**config.mk**
```make
export PLATFORM = sky130hd
export DESIGN_NAME = temperature_softmax_l2_normalize_flat
export DESIGN_NICKNAME = d
export VERILOG_FILES = /design/src/design/tsl2n_pkg.sv /design/src/design/tsl2n_if.sv /design/src/design/temperature_softmax_l2_normalize.sv /design/src/design/tsl2n_front.sv /design/src/design/tsl2n_fifo.sv /design/src/design/tsl2n_back.sv /design/src/flat_wrapper.sv
export VERILOG_INCLUDE_DIRS = /design/src /design/src/design
export SDC_FILE = /design/constraint.sdc
export NUM_CORES = 2
export LEC_CHECK = 0
export ABC_AREA = 1
export ABC_CLOCK_PERIOD_IN_PS = 18010
export BUFFER_PORTS_ARGS = -buffer_cell sky130_fd_sc_hd__buf_2
export CAP_MARGIN = 20
export CORE_MARGIN = 2
export CORE_UTILIZATION = 45
export CTS_BUF_LIST = sky130_fd_sc_hd__clkbuf_4 sky130_fd_sc_hd__clkbuf_8 sky130_fd_sc_hd__clkbuf_16
export DETAILED_ROUTE_END_ITERATION = 6
export PLACE_DENSITY_LB_ADDON = 0.1
export SLEW_MARGIN = 10
export SYNTH_ARGS = -nofsm -noshare
export SYNTH_HDL_FRONTEND = slang
export SYNTH_SLANG_ARGS = --single-unit
```
**constraint.sdc**
```tcl
create_clock -name clock -period 18.01 [get_ports clock]
set_clock_uncertainty 0.2 [all_clocks]
set_input_delay 2.7015 -clock clock [delete_from_list [all_inputs] [get_ports clock]]
set_output_delay 2.7015 -clock clock [all_outputs]
set_load 0.1 [all_outputs]
```
**src/design/temperature_softmax_l2_normalize_defines.svh**
```systemverilog
// Assertion macros shared by the temperature softmax design.
// Expects signals named clock and reset in the using module.
`ifndef TEMPERATURE_SOFTMAX_L2_NORMALIZE_DEFINES_SVH
`define TEMPERATURE_SOFTMAX_L2_NORMALIZE_DEFINES_SVH

// property held on every clock edge outside reset
`define TSL2N_ASSERT(lbl, prop, msg) \
   lbl: assert property (@(posedge clock) disable iff (reset) prop) else $error(msg);

// consequence required in the cycle after the antecedent
`define TSL2N_ASSERT_NEXT(lbl, ante, cons, msg) \
   lbl: assert property (@(posedge clock) disable iff (reset) (ante) |=> (cons)) else $error(msg);

`endif

```
**src/design/tsl2n_pkg.sv**
```systemverilog
// Types, constants and the exp table for the temperature softmax block.
// No dependencies.
package tsl2n_pkg;

   localparam int LOGIT_W = 16;
   localparam int TEMP_W  = 16;
   localparam int CNT_W   = 7;
   localparam int IDX_W   = 6;
   localparam int E_W     = 17;
   localparam int PROB_W  = 16;

   localparam logic [TEMP_W-1:0] TEMP_RESET = 16'd13107;
   localparam logic [16:0] LOG2E_Q16 = 17'd94548;
   localparam logic REG_TEMPERATURE = 1'b0;

   typedef struct packed {
      logic signed [LOGIT_W-1:0] max;
      logic [CNT_W-1:0]          cnt;
      logic                      ovf;
      logic [TEMP_W-1:0]         temp;
   } job_type;

   typedef struct packed {
      logic                      we;
      logic [IDX_W-1:0]          addr;
      logic signed [LOGIT_W-1:0] data;
   } wr_type;

   // 2^(-k/16) in Q16
   function automatic logic [E_W-1:0] pow2_frac(input logic [4:0] k);
      logic [E_W-1:0] v;
      case (k)
         5'd0:    v = 17'd65536;
         5'd1:    v = 17'd62757;
         5'd2:    v = 17'd60096;
         5'd3:    v = 17'd57548;
         5'd4:    v = 17'd55108;
         5'd5:    v = 17'd52772;
         5'd6:    v = 17'd50535;
         5'd7:    v = 17'd48393;
         5'd8:    v = 17'd46341;
         5'd9:    v = 17'd44376;
         5'd10:   v = 17'd42495;
         5'd11:   v = 17'd40693;
         5'd12:   v = 17'd38968;
         5'd13:   v = 17'd37316;
         5'd14:   v = 17'd35734;
         5'd15:   v = 17'd34219;
         5'd16:   v = 17'd32768;
         default: v = 17'd32768;
      endcase
      return v;
   endfunction

endpackage

```
**src/design/tsl2n_if.sv**
```systemverilog
// Request and response channel interfaces (valid/ready).
// Depends on tsl2n_pkg.
interface tsl2n_req_if;
   logic                               valid;
   logic                               ready;
   logic signed [tsl2n_pkg::LOGIT_W-1:0] logit;
   logic                               last;
   modport source(output valid, logit, last, input ready);
   modport sink(input valid, logit, last, output ready);
endinterface

interface tsl2n_rsp_if;
   logic                        valid;
   logic                        ready;
   logic [tsl2n_pkg::PROB_W-1:0] probability;
   logic [tsl2n_pkg::IDX_W-1:0]  index;
   logic                        last_res;
   logic                        truncated;
   modport source(output valid, probability, index, last_res, truncated, input ready);
   modport sink(input valid, probability, index, last_res, truncated, output ready);
endinterface

```
**src/design/temperature_softmax_l2_normalize.sv**
```systemverilog
// Loading: one logit request per cycle until the request with last set, while
// no job is queued and no exp pass runs. After last: divide and exp per element,
// square root, divide per result; new logits are taken again once the exp pass ends.
// Rate is set by the shared 1-bit-per-cycle divider and the bitwise square root.
// Synchronous active-high reset clears control; temperature returns to 0.8 (Q2.14).
// Depends on tsl2n_pkg, tsl2n_if, tsl2n_front, tsl2n_fifo, tsl2n_back.
module temperature_softmax_l2_normalize #(
   parameter int MAX_ELEMENTS = 64
) (
   input  logic        clock,
   input  logic        reset,
   tsl2n_req_if.sink   req_chan,
   tsl2n_rsp_if.source rsp_chan,
   input  logic        csr_psel,
   input  logic        csr_penable,
   input  logic        csr_pwrite,
   input  logic [2:0]  csr_paddr,
   input  logic [31:0] csr_pwdata,
   output logic [31:0] csr_prdata,
   output logic        csr_pready
);

   logic [tsl2n_pkg::TEMP_W-1:0] temp_ff, temp_in;
   tsl2n_pkg::wr_type  wr;
   tsl2n_pkg::job_type push_job, pop_job;
   logic push, pop, empty, busy, lock;

   assign csr_pready = 1'b1;
   assign csr_prdata = (csr_paddr[2] == tsl2n_pkg::REG_TEMPERATURE) ? {16'b0, temp_ff} : 32'b0;

   always_comb begin
      temp_in = temp_ff;
      if (csr_psel && csr_penable && csr_pwrite && (csr_paddr[2] == tsl2n_pkg::REG_TEMPERATURE)) begin
         temp_in = csr_pwdata[15:0];
      end
   end

   always_ff @(posedge clock) begin
      if (reset) begin
         temp_ff <= tsl2n_pkg::TEMP_RESET;
      end else begin
         temp_ff <= temp_in;
      end
   end

   assign lock = busy || !empty;

   tsl2n_front #(.MAX_ELEMENTS(MAX_ELEMENTS)) u_front (
      .clock       (clock),
      .reset       (reset),
      .req         (req_chan),
      .temperature (temp_ff),
      .lock        (lock),
      .wr          (wr),
      .push        (push),
      .job         (push_job)
   );

   tsl2n_fifo u_fifo (
      .clock     (clock),
      .reset     (reset),
      .push      (push),
      .push_data (push_job),
      .pop       (pop),
      .pop_data  (pop_job),
      .empty     (empty)
   );

   tsl2n_back #(.MAX_ELEMENTS(MAX_ELEMENTS)) u_back (
      .clock      (clock),
      .reset      (reset),
      .wr         (wr),
      .job_empty  (empty),
      .job_data   (pop_job),
      .job_pop    (pop),
      .logit_busy (busy),
      .rsp        (rsp_chan)
   );

endmodule

```
**src/design/tsl2n_front.sv**
```systemverilog
// Front end: accepts logit requests, tracks max/count/overflow, emits jobs.
// Depends on tsl2n_pkg and tsl2n_req_if.
module tsl2n_front #(
   parameter int MAX_ELEMENTS = 64
) (
   input  logic                       clock,
   input  logic                       reset,
   tsl2n_req_if.sink                  req,
   input  logic [tsl2n_pkg::TEMP_W-1:0] temperature,
   input  logic                       lock,
   output tsl2n_pkg::wr_type          wr,
   output logic                       push,
   output tsl2n_pkg::job_type         job
);

   logic signed [tsl2n_pkg::LOGIT_W-1:0] max_ff, max_in, max_upd;
   logic [tsl2n_pkg::CNT_W-1:0]          count_ff, count_in, count_upd;
   logic                                 ovf_ff, ovf_in, ovf_upd;
   logic                                 accept, room;

   assign req.ready = !lock;
   assign accept    = req.valid && req.ready;
   assign room      = count_ff < tsl2n_pkg::CNT_W'(MAX_ELEMENTS);

   always_comb begin
      max_upd   = max_ff;
      count_upd = count_ff;
      ovf_upd   = ovf_ff;
      if (room) begin
         if (req.logit > max_ff) begin
            max_upd = req.logit;
         end
         count_upd = count_ff + 1'b1;
      end else begin
         ovf_upd = 1'b1;
      end
      max_in   = max_ff;
      count_in = count_ff;
      ovf_in   = ovf_ff;
      if (accept) begin
         if (req.last) begin
            max_in   = 16'sh8000;
            count_in = '0;
            ovf_in   = 1'b0;
         end else begin
            max_in   = max_upd;
            count_in = count_upd;
            ovf_in   = ovf_upd;
         end
      end
   end

   assign wr.we   = accept && room;
   assign wr.addr = tsl2n_pkg::IDX_W'(count_ff);
   assign wr.data = req.logit;

   assign push     = accept && req.last;
   assign job.max  = max_upd;
   assign job.cnt  = count_upd;
   assign job.ovf  = ovf_upd;
   assign job.temp = (temperature == '0) ? tsl2n_pkg::TEMP_W'(1) : temperature;

   always_ff @(posedge clock) begin
      if (reset) begin
         max_ff   <= 16'sh8000;
         count_ff <= '0;
         ovf_ff   <= 1'b0;
      end else begin
         max_ff   <= max_in;
         count_ff <= count_in;
         ovf_ff   <= ovf_in;
      end
   end

endmodule

```
**src/design/tsl2n_fifo.sv**
```systemverilog
// Two-entry job queue between front and back end.
// Depends on tsl2n_pkg.
module tsl2n_fifo (
   input  logic               clock,
   input  logic               reset,
   input  logic               push,
   input  tsl2n_pkg::job_type push_data,
   input  logic               pop,
   output tsl2n_pkg::job_type pop_data,
   output logic               empty
);

   tsl2n_pkg::job_type   mem_ff [2];
   logic                 wp_ff, wp_in, rp_ff, rp_in;
   logic [1:0]           cnt_ff, cnt_in;
   logic                 do_push, do_pop;

   assign empty   = (cnt_ff == 2'd0);
   assign do_push = push && (cnt_ff != 2'd2);
   assign do_pop  = pop && !empty;
   assign pop_data = mem_ff[rp_ff];

   always_comb begin
      wp_in  = do_push ? !wp_ff : wp_ff;
      rp_in  = do_pop ? !rp_ff : rp_ff;
      cnt_in = cnt_ff + {1'b0, do_push} - {1'b0, do_pop};
   end

   always_ff @(posedge clock) begin
      if (do_push) begin
         mem_ff[wp_ff] <= push_data;
      end
   end

   always_ff @(posedge clock) begin
      if (reset) begin
         wp_ff  <= 1'b0;
         rp_ff  <= 1'b0;
         cnt_ff <= 2'd0;
      end else begin
         wp_ff  <= wp_in;
         rp_ff  <= rp_in;
         cnt_ff <= cnt_in;
      end
   end

endmodule

```
**src/design/tsl2n_back.sv**
```systemverilog
// Back end: exp pass over stored logits, square-root norm, normalize pass.
// Depends on tsl2n_pkg, tsl2n_rsp_if and the assertion macro header.
`include "temperature_softmax_l2_normalize_defines.svh"

module tsl2n_back #(
   parameter int MAX_ELEMENTS = 64
) (
   input  logic               clock,
   input  logic               reset,
   input  tsl2n_pkg::wr_type  wr,
   input  logic               job_empty,
   input  tsl2n_pkg::job_type job_data,
   output logic               job_pop,
   output logic               logit_busy,
   tsl2n_rsp_if.source        rsp
);

   localparam int AW = (MAX_ELEMENTS > 1) ? $clog2(MAX_ELEMENTS) : 1;

   typedef enum logic [11:0] {
      ST_IDLE = 12'b000000000001,
      ST_RD   = 12'b000000000010,
      ST_DIFF = 12'b000000000100,
      ST_DIVA = 12'b000000001000,
      ST_MUL  = 12'b000000010000,
      ST_INTP = 12'b000000100000,
      ST_SQ   = 12'b000001000000,
      ST_SQRT = 12'b000010000000,
      ST_NRD  = 12'b000100000000,
      ST_NLD  = 12'b001000000000,
      ST_DIVB = 12'b010000000000,
      ST_EMIT = 12'b100000000000
   } state_type;

   state_type state_ff, state_in;

   logic signed [15:0] logit_mem [MAX_ELEMENTS];
   logic [16:0]        e_mem [MAX_ELEMENTS];
   logic signed [15:0] lrd_ff;
   logic [16:0]        erd_ff;

   tsl2n_pkg::job_type job_ff, job_in;
   logic [6:0]  idx_ff, idx_in;
   logic [40:0] rem_ff, rem_in;
   logic [43:0] dvs_ff, dvs_in, rem_sub;
   logic [20:0] q_ff, q_in, q_step;
   logic [4:0]  bc_ff, bc_in;
   logic [37:0] y_ff, y_in;
   logic [16:0] e_ff, e_in;
   logic [39:0] sum_ff, sum_in;
   logic [55:0] sx_ff, sx_in, sres_ff, sres_in, sbit_ff, sbit_in, strial;
   logic [27:0] norm_ff, norm_in;
   logic        ge, last_idx;
   logic [15:0] diff;
   logic [4:0]  k;
   logic [11:0] r;
   logic [16:0] ta, tb, tdelta, v;
   logic [28:0] iprod;
   logic [5:0]  n;

   logic        ov_ff, ov_in;
   logic [15:0] op_ff, op_in;
   logic [5:0]  oi_ff, oi_in;
   logic        ol_ff, ol_in, ot_ff, ot_in;
   logic        out_free;

   always_ff @(posedge clock) begin
      if (wr.we) begin
         logit_mem[wr.addr[AW-1:0]] <= wr.data;
      end
      lrd_ff <= logit_mem[idx_ff[AW-1:0]];
   end

   always_ff @(posedge clock) begin
      if (state_ff == ST_SQ) begin
         e_mem[idx_ff[AW-1:0]] <= e_ff;
      end
      erd_ff <= e_mem[idx_ff[AW-1:0]];
   end

   assign out_free   = !ov_ff || rsp.ready;
   assign last_idx   = (idx_ff == job_ff.cnt - 1'b1);
   assign rem_sub    = {3'b0, rem_ff} - dvs_ff;
   assign ge         = ({3'b0, rem_ff} >= dvs_ff);
   assign q_step     = {q_ff[19:0], ge};
   assign diff       = 16'(17'(job_ff.max) - 17'(lrd_ff));
   assign n          = y_ff[37:32];
   assign k          = {1'b0, y_ff[31:28]};
   assign r          = y_ff[27:16];
   assign ta         = tsl2n_pkg::pow2_frac(k);
   assign tb         = tsl2n_pkg::pow2_frac(k + 5'd1);
   assign tdelta     = ta - tb;
   assign iprod      = 29'(tdelta[11:0] * r);
   assign v          = ta - 17'(iprod >> 12);
   assign strial     = sres_ff + sbit_ff;
   assign logit_busy = (state_ff == ST_RD) || (state_ff == ST_DIFF) || (state_ff == ST_DIVA)
                    || (state_ff == ST_MUL) || (state_ff == ST_INTP) || (state_ff == ST_SQ);

   always_comb begin
      state_in = state_ff;
      job_in   = job_ff;
      idx_in   = idx_ff;
      rem_in   = rem_ff;
      dvs_in   = dvs_ff;
      q_in     = q_ff;
      bc_in    = bc_ff;
      y_in     = y_ff;
      e_in     = e_ff;
      sum_in   = sum_ff;
      sx_in    = sx_ff;
      sres_in  = sres_ff;
      sbit_in  = sbit_ff;
      norm_in  = norm_ff;
      job_pop  = 1'b0;
      ov_in    = ov_ff && !rsp.ready;
      op_in    = op_ff;
      oi_in    = oi_ff;
      ol_in    = ol_ff;
      ot_in    = ot_ff;
      case (state_ff)
         ST_IDLE: begin
            if (!job_empty) begin
               job_pop  = 1'b1;
               job_in   = job_data;
               idx_in   = '0;
               sum_in   = '0;
               state_in = ST_RD;
            end
         end
         ST_RD: begin
            state_in = ST_DIFF;
         end
         ST_DIFF: begin
            if ({diff, 1'b0} >= {1'b0, job_ff.temp}) begin
               e_in     = '0;
               state_in = ST_SQ;
            end else begin
               rem_in   = {3'b0, diff, 22'b0};
               dvs_in   = {8'b0, job_ff.temp, 20'b0};
               q_in     = '0;
               bc_in    = 5'd20;
               state_in = ST_DIVA;
            end
         end
         ST_DIVA: begin
            if (ge) begin
               rem_in = rem_sub[40:0];
            end
            q_in   = q_step;
            dvs_in = dvs_ff >> 1;
            bc_in  = bc_ff - 1'b1;
            if (bc_ff == 5'd0) begin
               state_in = ST_MUL;
            end
         end
         ST_MUL: begin
            y_in     = 38'(q_ff * tsl2n_pkg::LOG2E_Q16);
            state_in = ST_INTP;
         end
         ST_INTP: begin
            e_in     = n[5] ? 17'd0 : (v >> n[4:0]);
            state_in = ST_SQ;
         end
         ST_SQ: begin
            sum_in = sum_ff + 40'(e_ff * e_ff);
            if (last_idx) begin
               sx_in    = {sum_in, 16'b0};
               sres_in  = '0;
               sbit_in  = 56'd1 << 54;
               bc_in    = 5'd27;
               state_in = ST_SQRT;
            end else begin
               idx_in   = idx_ff + 1'b1;
               state_in = ST_RD;
            end
         end
         ST_SQRT: begin
            if (sx_ff >= strial) begin
               sx_in   = sx_ff - strial;
               sres_in = (sres_ff >> 1) + sbit_ff;
            end else begin
               sres_in = sres_ff >> 1;
            end
            sbit_in = sbit_ff >> 2;
            bc_in   = bc_ff - 1'b1;
            if (bc_ff == 5'd0) begin
               norm_in  = (sres_in[27:0] == '0) ? 28'd1 : sres_in[27:0];
               idx_in   = '0;
               state_in = ST_NRD;
            end
         end
         ST_NRD: begin
            state_in = ST_NLD;
         end
         ST_NLD: begin
            rem_in   = {1'b0, erd_ff, 23'b0} + 41'(norm_ff >> 1);
            dvs_in   = {norm_ff, 16'b0};
            q_in     = '0;
            bc_in    = 5'd16;
            state_in = ST_DIVB;
         end
         ST_DIVB: begin
            if (ge) begin
               rem_in = rem_sub[40:0];
            end
            q_in   = q_step;
            dvs_in = dvs_ff >> 1;
            bc_in  = bc_ff - 1'b1;
            if (bc_ff == 5'd0) begin
               state_in = ST_EMIT;
            end
         end
         ST_EMIT: begin
            if (out_free) begin
               ov_in = 1'b1;
               op_in = q_ff[15:0];
               oi_in = 6'(idx_ff);
               ol_in = last_idx;
               ot_in = job_ff.ovf;
               if (last_idx) begin
                  state_in = ST_IDLE;
               end else begin
                  idx_in   = idx_ff + 1'b1;
                  state_in = ST_NRD;
               end
            end
         end
         default: begin
            state_in = ST_IDLE;
         end
      endcase
   end

   always_ff @(posedge clock) begin
      if (reset) begin
         state_ff <= ST_IDLE;
         ov_ff    <= 1'b0;
      end else begin
         state_ff <= state_in;
         ov_ff    <= ov_in;
      end
      job_ff  <= job_in;
      idx_ff  <= idx_in;
      rem_ff  <= rem_in;
      dvs_ff  <= dvs_in;
      q_ff    <= q_in;
      bc_ff   <= bc_in;
      y_ff    <= y_in;
      e_ff    <= e_in;
      sum_ff  <= sum_in;
      sx_ff   <= sx_in;
      sres_ff <= sres_in;
      sbit_ff <= sbit_in;
      norm_ff <= norm_in;
      op_ff   <= op_in;
      oi_ff   <= oi_in;
      ol_ff   <= ol_in;
      ot_ff   <= ot_in;
   end

   assign rsp.valid       = ov_ff;
   assign rsp.probability = op_ff;
   assign rsp.index       = oi_ff;
   assign rsp.last_res    = ol_ff;
   assign rsp.truncated   = ot_ff;

   `TSL2N_ASSERT(a_div_bound, ((state_ff == ST_DIVA) || (state_ff == ST_DIVB)) |-> ({4'b0, rem_ff} < {dvs_ff, 1'b0}), "divider remainder out of range")
   `TSL2N_ASSERT(a_idx_range, ((state_ff == ST_SQ) || (state_ff == ST_EMIT)) |-> (idx_ff < job_ff.cnt), "element index beyond vector length")
   `TSL2N_ASSERT(a_norm_nonzero, (state_ff == ST_NLD) |-> (norm_ff != '0), "zero norm in normalize pass")
   `TSL2N_ASSERT_NEXT(a_sqrt_done, (state_ff == ST_SQRT) && (bc_ff == 5'd0), state_ff == ST_NRD, "square root did not finish")

endmodule
```
**src/flat_wrapper.sv**
```systemverilog
// flat-port wrapper written by rule: the top's interface ports become plain ports
module temperature_softmax_l2_normalize_flat 
#(
   parameter int MAX_ELEMENTS = 64
)
  (clock, reset, csr_psel, csr_penable, csr_pwrite, csr_paddr, csr_pwdata, csr_prdata, csr_pready, req_chan_valid, req_chan_logit, req_chan_last, req_chan_ready, rsp_chan_valid, rsp_chan_probability, rsp_chan_index, rsp_chan_last_res, rsp_chan_truncated, rsp_chan_ready);
  tsl2n_req_if req_chan_i ();
  tsl2n_rsp_if rsp_chan_i ();
  input  logic clock;
  input  logic reset;
  input  logic csr_psel;
  input  logic csr_penable;
  input  logic csr_pwrite;
  input  logic [2:0] csr_paddr;
  input  logic [31:0] csr_pwdata;
  output logic [31:0] csr_prdata;
  output logic csr_pready;
  input wire logic [$bits(req_chan_i.valid)-1:0] req_chan_valid;
  input wire logic [$bits(req_chan_i.logit)-1:0] req_chan_logit;
  input wire logic [$bits(req_chan_i.last)-1:0] req_chan_last;
  output wire logic [$bits(req_chan_i.ready)-1:0] req_chan_ready;
  output wire logic [$bits(rsp_chan_i.valid)-1:0] rsp_chan_valid;
  output wire logic [$bits(rsp_chan_i.probability)-1:0] rsp_chan_probability;
  output wire logic [$bits(rsp_chan_i.index)-1:0] rsp_chan_index;
  output wire logic [$bits(rsp_chan_i.last_res)-1:0] rsp_chan_last_res;
  output wire logic [$bits(rsp_chan_i.truncated)-1:0] rsp_chan_truncated;
  input wire logic [$bits(rsp_chan_i.ready)-1:0] rsp_chan_ready;
  assign req_chan_i.valid = req_chan_valid;
  assign req_chan_i.logit = req_chan_logit;
  assign req_chan_i.last = req_chan_last;
  assign req_chan_ready = req_chan_i.ready;
  assign rsp_chan_valid = rsp_chan_i.valid;
  assign rsp_chan_probability = rsp_chan_i.probability;
  assign rsp_chan_index = rsp_chan_i.index;
  assign rsp_chan_last_res = rsp_chan_i.last_res;
  assign rsp_chan_truncated = rsp_chan_i.truncated;
  assign rsp_chan_i.ready = rsp_chan_ready;
  temperature_softmax_l2_normalize #(.MAX_ELEMENTS(MAX_ELEMENTS)) u_core (.clock(clock), .reset(reset), .req_chan(req_chan_i), .rsp_chan(rsp_chan_i), .csr_psel(csr_psel), .csr_penable(csr_penable), .csr_pwrite(csr_pwrite), .csr_paddr(csr_paddr), .csr_pwdata(csr_pwdata), .csr_prdata(csr_prdata), .csr_pready(csr_pready));
endmodule
```
### Yosys cells after proc, flatten, opt, wreduce, memory -nomap -nowiden

Memory sizes are Yosys's and may differ from the RTL's. A register that Yosys moved wholly into a read port is not among the register bits.
Cells that the tools add are included.

* add/subtract/negate cells: 16
* multiply operators: 3
* $lt $le $gt $ge: 5
* equal/unequal tests: 24
* shift-type cells: 1
* mux-type cells: 58
* bitwise gates (word level): 2
* reductions and logical operators: 46

Operator list (number)
* $mux W56: 6
* $pmux W56 S2: 3
* $pmux W12 S12: 1
* $pmux W44 S3: 1
* $pmux W41 S3: 1
* $mux W41: 2
* $mux W16: 5
* $pmux W40 S2: 1
* $pmux W21 S3: 1
* $mux W12: 5
* $add A55 B56 Y56: 1
* $add A56 B56 Y56: 1
* $ge A56 B56 Y1: 1
* $sub A56 B56 Y56: 1
* $mux W7: 7
* $ge A41 B44 Y1: 1
* $mux W44: 1
* $add A40 B27 Y41: 1
* $sub A41 B41 Y41: 1
* $add A40 B34 Y40: 1
* $mux W40: 1
* $mul A21 B15 Y36 const B: 1
* $mul A17 B17 Y34: 1
* $mux W17: 2
* 54 further kinds: 108

* register bits: 488
* bits in writable memories: 2192
* bits in read-only memories: 1088
* input bits: 59
* word-level logic and storage cells: 185
* memories kept: 5

Memories
* u_core.u_back.e_mem: depth 64, width 17, rd ports 1, clocked after Yosys merged registers in 1, wr ports 1, RTL line tsl2n_back.sv:38 `logic [16:0] e_mem [MAX_ELEMENTS];`
* u_core.u_back.logit_mem: depth 64, width 16, rd ports 1, clocked after Yosys merged registers in 1, wr ports 1, RTL line tsl2n_back.sv:37 `logic signed [15:0] logit_mem [MAX_ELEMENTS];`
* (no name shown): depth 32, width 17, rd ports 1, clocked after Yosys merged registers in 0, wr ports 0, RTL line tsl2n_pkg.sv:32 `case (k)`
* (no name shown): depth 32, width 17, rd ports 1, clocked after Yosys merged registers in 1, wr ports 0, RTL line tsl2n_pkg.sv:32
* u_core.u_fifo.mem_ff: depth 2, width 40, rd ports 1, clocked after Yosys merged registers in 1, wr ports 1, RTL line tsl2n_fifo.sv:13 `tsl2n_pkg::job_type mem_ff [2];`

### Longest topological paths before layout

* depth in word-level cells: 13
* gate-level depth with buffers: 52
* depth with buffers taken out: 52

### Cells and area by module

From an unflattened synthesis, not the netlist that was laid out.

* cell total of the unflattened synthesis: 12009
* area total of the unflattened synthesis: 136967.6 um^2

By module, submodules not included
* tsl2n_back: times used 1, cells an instance 11388, area an instance 130855.5 um^2
* tsl2n_fifo: times used 1, cells an instance 161, area an instance 3141.8 um^2
* tsl2n_front: times used 1, cells an instance 314, area an instance 2028.2 um^2
* temperature_softmax_l2_normalize: times used 1, cells an instance 146, area an instance 942.2 um^2

### Worst setup path before layout

OpenSTA, ideal clock, no wires.

* path kind: register to register
* from: register u_core.u_back.y_ff[28]
* to: register u_core.u_back.e_ff[2], data pin
* setup time: 0.264 ns
* data arrival time: 8.551 ns
* setup slack: 8.995 ns
* cell stages (with the launch flop): 49
* path buffers: 1
* period minus slack after synthesis: 9.015 ns
* path through: edfxtp_1 buf_2 inv_1 ha_1 nor2_1 o21ai_0 o211ai_1 o211ai_1 ha_1 a21oi_1 o21ai_0 a21oi_1 or2_2 nand2_1 a21oi_1 or2_2 nand2_1 inv_1 [13 not listed] o211ai_1 a21oi_1 o21ai_1 a21oi_1 xor2_1 ha_1 a21oi_1 inv_1 a21oi_1 inv_1 nor2_1 nand2_1 nand2_1 nand2_1 nand3_1 nand2_1 o21ai_0 o21ai_0

* cells in the longest elaborated chain, start to end: 8

Ends and longest elaborated chain
* from (decl): RTL line tsl2n_back.sv:48 `logic [37:0] y_ff, y_in;`
* from (signal assigned): RTL line tsl2n_back.sv:248 `y_ff <= y_in;`
* $add A4 B1 Y5: RTL line tsl2n_back.sv:91 `assign tb = tsl2n_pkg::pow2_frac(k + 5'd1);`
* $mem_v2 Z32 W17
* $sub A12 B12 Y12: RTL line tsl2n_back.sv:92 `assign tdelta = ta - tb;`
* $mul A12 B12 Y24: RTL line tsl2n_back.sv:93 `assign iprod = 29'(tdelta[11:0] * r);`
* $sub A17 B12 Y17: RTL line tsl2n_back.sv:94 `assign v = ta - 17'(iprod >> 12);`
* $shr A17 B5 Y17: RTL line tsl2n_back.sv:161 `e_in = n[5] ? 17'd0 : (v >> n[4:0]);`
* $mux W17: RTL line tsl2n_back.sv:161
* $pmux W17 S2: RTL line tsl2n_back.sv:120 `case (state_ff)`
* to (signal assigned): RTL line tsl2n_back.sv:249 `e_ff <= e_in;`
* to (decl): RTL line tsl2n_back.sv:49 `logic [16:0] e_ff, e_in;`

Every way passes these cells.
A chain may end at the register's enable or synchronous reset.

### Worst setup path in the final report

* from: register u_core.u_back.y_ff[28]
* to: register u_core.u_back.e_ff[3], data pin

Same word-level chain as after synthesis.

==> summary.txt <==
Cells and area
  • Post-layout util: 0.5049
  • Area of the multi-input gates: 48320 um^2
  • Register area: around 80000 um^2
  • Filler cells: 26530
  • Area Growth Syn to Fin: 11.89%
  • Commonest non-fill, non-tap cells in the layout: edfxtp_1, nand2_1, inv_1
  • Commonest non-fill, non-tap cell in the layout: edfxtp_1
  • Share of post-route cells with drive strength above 1: 0.07970
  • Final net count: around 13000

Logic synthesis
  • Synth Area in XOR/XNOR: 0.01381
  • Post-synthesis adder-cell area fraction: 0.1159
  • Distinct cell type count of the synthesized netlist: 73
  • Main combinational cell family by area after synthesis: simple AND/OR/NAND/NOR gates
  • Mux contribution to synthesized area: 0.0003672
  • Mapped Cells: 11990
  • Yosys warns: 0
  • Sequential share of the synthesized area: 0.5932
  • Yosys reg bits: between 2000 and 3000
  • Synth async-reset ratio: 0
  • Post-Synth Simple-Gate Area: 0.1293
  • Post-Syn Area: 136300 um^2
  • Main flop type after synthesis: edfxtp_1
  • Post-synthesis average cell area: around 11 um^2
  • Synth Area in Compound Gates: 0.09279
  • EDFF count, synth: 2621

Clock tree
  • Clk slew on worst S/H paths: around 0.06 ns
  • CTS Buffer Depth: 4
  • Hold buffers post-CTS: 0
  • CTS sink count: 2728
  • CTS buffer count: 302
  • Clk_lat worst skew: just over 0.9 ns
  • CTS tree: done
  • Clk root buf: clkbuf_16
  • Post-CTS Setup Inserts: 0
  • Number of H-tree levels: 5
  • Post-CTS sizing: 0

Drt
  • WL final: slightly above 400000 um
  • Vias/cell: between 5 and 6
  • Vias: 92690
  • Antenna viol nets, final: 0
  • Post-DR wirelength/cell: between 20 and 30 um
  • Initial DRT Pass Iterations: 7
  • DRT iter0 DRCs: 9094
  • # DRC: 0

Global route
  • First-pass GRT wire length: 607400 um
  • Overall global routing resource usage: 0.2650
  • Initial antenna violation count: 15
  • Vias in the first global route: 92580
  • Largest net degree at the start of global routing: 107
  • Gr ovfl total: 0

Timing
  • Worst hold slack: 0.2151 ns
  • Fin worst setup slack: 7.251 ns
  • Final Hold Fails: 0
  • Final Setup Violations: 0
  • Period utilization: 0.5974
  • Fmax: between 0.09 and 0.1 GHz
  • RSZ-0062 raised after global routing: false
  • Max-slew headroom: 0.2292
  • Final min period: 10.76 ns
  • TNS Setup: 0 ns
  • Tightest Pin Transition: around 1.2 ns
  • Final Max Slew Viols: 0

Floorplanning
  • Die area: roughly 300000 um^2
  • Die width: about 550 um
  • Rows: 202
  • Core Region: 302000 um^2
  • Die Height: 554.3 um
  • Initial core utilization: 0.4512
  • Number of top-level pins: 118

Power
  • Sequential Power Share: 0.333
  • Combinational Power Share: 0.391
  • PwrDens: 148.2 nW/um^2
  • P_sw: 8781 uW
  • Sw Ratio: 0.3885
  • VDD IR-drop max: about 0.26 mV
  • Clk pwr share: 0.275
  • Leakage power total: 0.05823 uW
  • Internal power: 13820 uW

Hold path
  • Worst Hold Class: reg -> reg

Worst setup path
  • Slowest cell on the critical path: edfxtp_1
  • Crit Path Category: reg -> reg
  • Setup crit end kind: flop
  • Crit path max fanout: 13
  • Worst endpoint required time: about 18 ns
  • Crit start category: flop
  • Worst path top cell family by delay: adder cells
  • Max incr delay on CP: 0.55 ns
  • CP bufs+invs: 7
  • WP data arrival: 11.16 ns

Placed design
  • I/O Buffers: around 80
  • Worst slack at placement: 7.214 ns
  • Placer Congestion: 0.9170
  • DP HPWL: 271800 um

Flow run
  • Max capacitance violation total: 0

Run status
  • Status: completed
## layout make-up
class / count / share of cell area
multi-input cells: 7339 / 0.3169
clock inverters: 161 / 0.01098
repair buffers: 329 / 0.01719
diodes: 8 / 0.0001313
flip-flops and latches: 2728 / 0.5302
inverters: 1503 / 0.03740
well taps: 3978 / 0.03264
clock buffers: 386 / 0.05461
## Yosys cell counts (all sizes together) (4+ instances only)
library cell  instances  area [um^2]
fa                  429         8588
nand2              2443         9183
a31o                  4        35.03
nor3b                 5        37.54
a21oi               473         2382
o21bai               32        240.2
nand3               334         1709
nand4               368         2340
o211ai               38        285.3
a211oi               12        90.09
or2                  62        387.9
a21o                 42        315.3
a22o                183         1603
o22ai                19        118.9
o221ai               23        201.4
clkinv               11        41.29
edfxtp             2621        78710
and3                  9        56.30
nand3b               17        127.6
nor3                 76        395.4
buf                 154        752.0
o2111ai               5        43.79
xor2                118         1041
a221oi              227         1988
a21boi               12        90.09
mux2i                 5        50.05
xnor2                96        840.8
a31oi                44        275.3
inv                1492         5600
o31ai                 7        52.55
o21ai               412         2066
ha                  576         7207
o21a                 18        135.1
a22oi               338         2537
dfxtp               107         2142
nor2                848         3218
nor4                 21        131.4
clkbuf              278         1046
o311ai                5        43.79
## through the flow
step	instances	cell area, um^2	total power (uW)
after floorplan	12000	136300	13310
after global placement	15850	141900	16400
after detailed placement	15860	142300	16470
after CTS	16410	152300	22720
after global routing	16430	152500	23830
final	16430	152500	22600
## cells by family after synthesis
logic type / after synthesis
other: 2
DFF: 2728
buffers and inverters: 1935
muxes: 5
xor gates and xnor gates: 214
AOI/OAI and AO/OA: 1910
adders and majority gates: 1005
and+or+nand+nor: 4188
## registers in the layout, indices dropped and copies added, names as in the netlist, 21 cells and up
signal / count
u_core.u_back.e_mem: 1088
u_core.u_back.sum_ff: 40
u_core.u_back.q_ff: 21
u_core.u_back.dvs_ff: 44
u_core.u_back.norm_ff: 28
u_core.u_back.sbit_ff: 28
u_core.u_back.sx_ff: 56
u_core.u_back.sres_ff: 56
u_core.u_back.y_ff: 22
u_core.u_fifo.mem_ff: 80
u_core.u_back.rem_ff: 41
u_core.u_back.job_ff: 40
u_core.u_back.logit_mem: 1024
## layer usage
layer	GRT usage	vias to the layer above	wire length, um
met4	0.08868	0	14290
li1	-	42550	-
met3	0.02881	556	23730
met2	0.4469	2985	198600
met1	0.3571	46600	176500
met5	0	-	0
## worst paths after layout
check | startpoint | endpoint | slack (ns) | depth (start not counted)
max | u_core.u_back.y_ff[28] | u_core.u_back.e_ff[3] | 7.25 | 45
max reg2reg | u_core.u_back.y_ff[28] | u_core.u_back.e_ff[3] | 7.25 | 45
min | u_core.temp_ff[11] | u_core.u_fifo.mem_ff[1][11] | 0.22 | 0
min reg2reg | u_core.temp_ff[11] | u_core.u_fifo.mem_ff[1][11] | 0.22 | 0
## power by group through the flow
stage | registers (uW) | logic (uW) | clock network (uW)
floorplan | 7620 | 5690 | 0
global placement | 7670 | 8730 | 0
detailed placement | 7670 | 8800 | 0
CTS | 7540 | 8850 | 6320
global route | 7550 | 9730 | 6550
finish | 7540 | 8850 | 6220
Power figures use the tool's default switching activity.
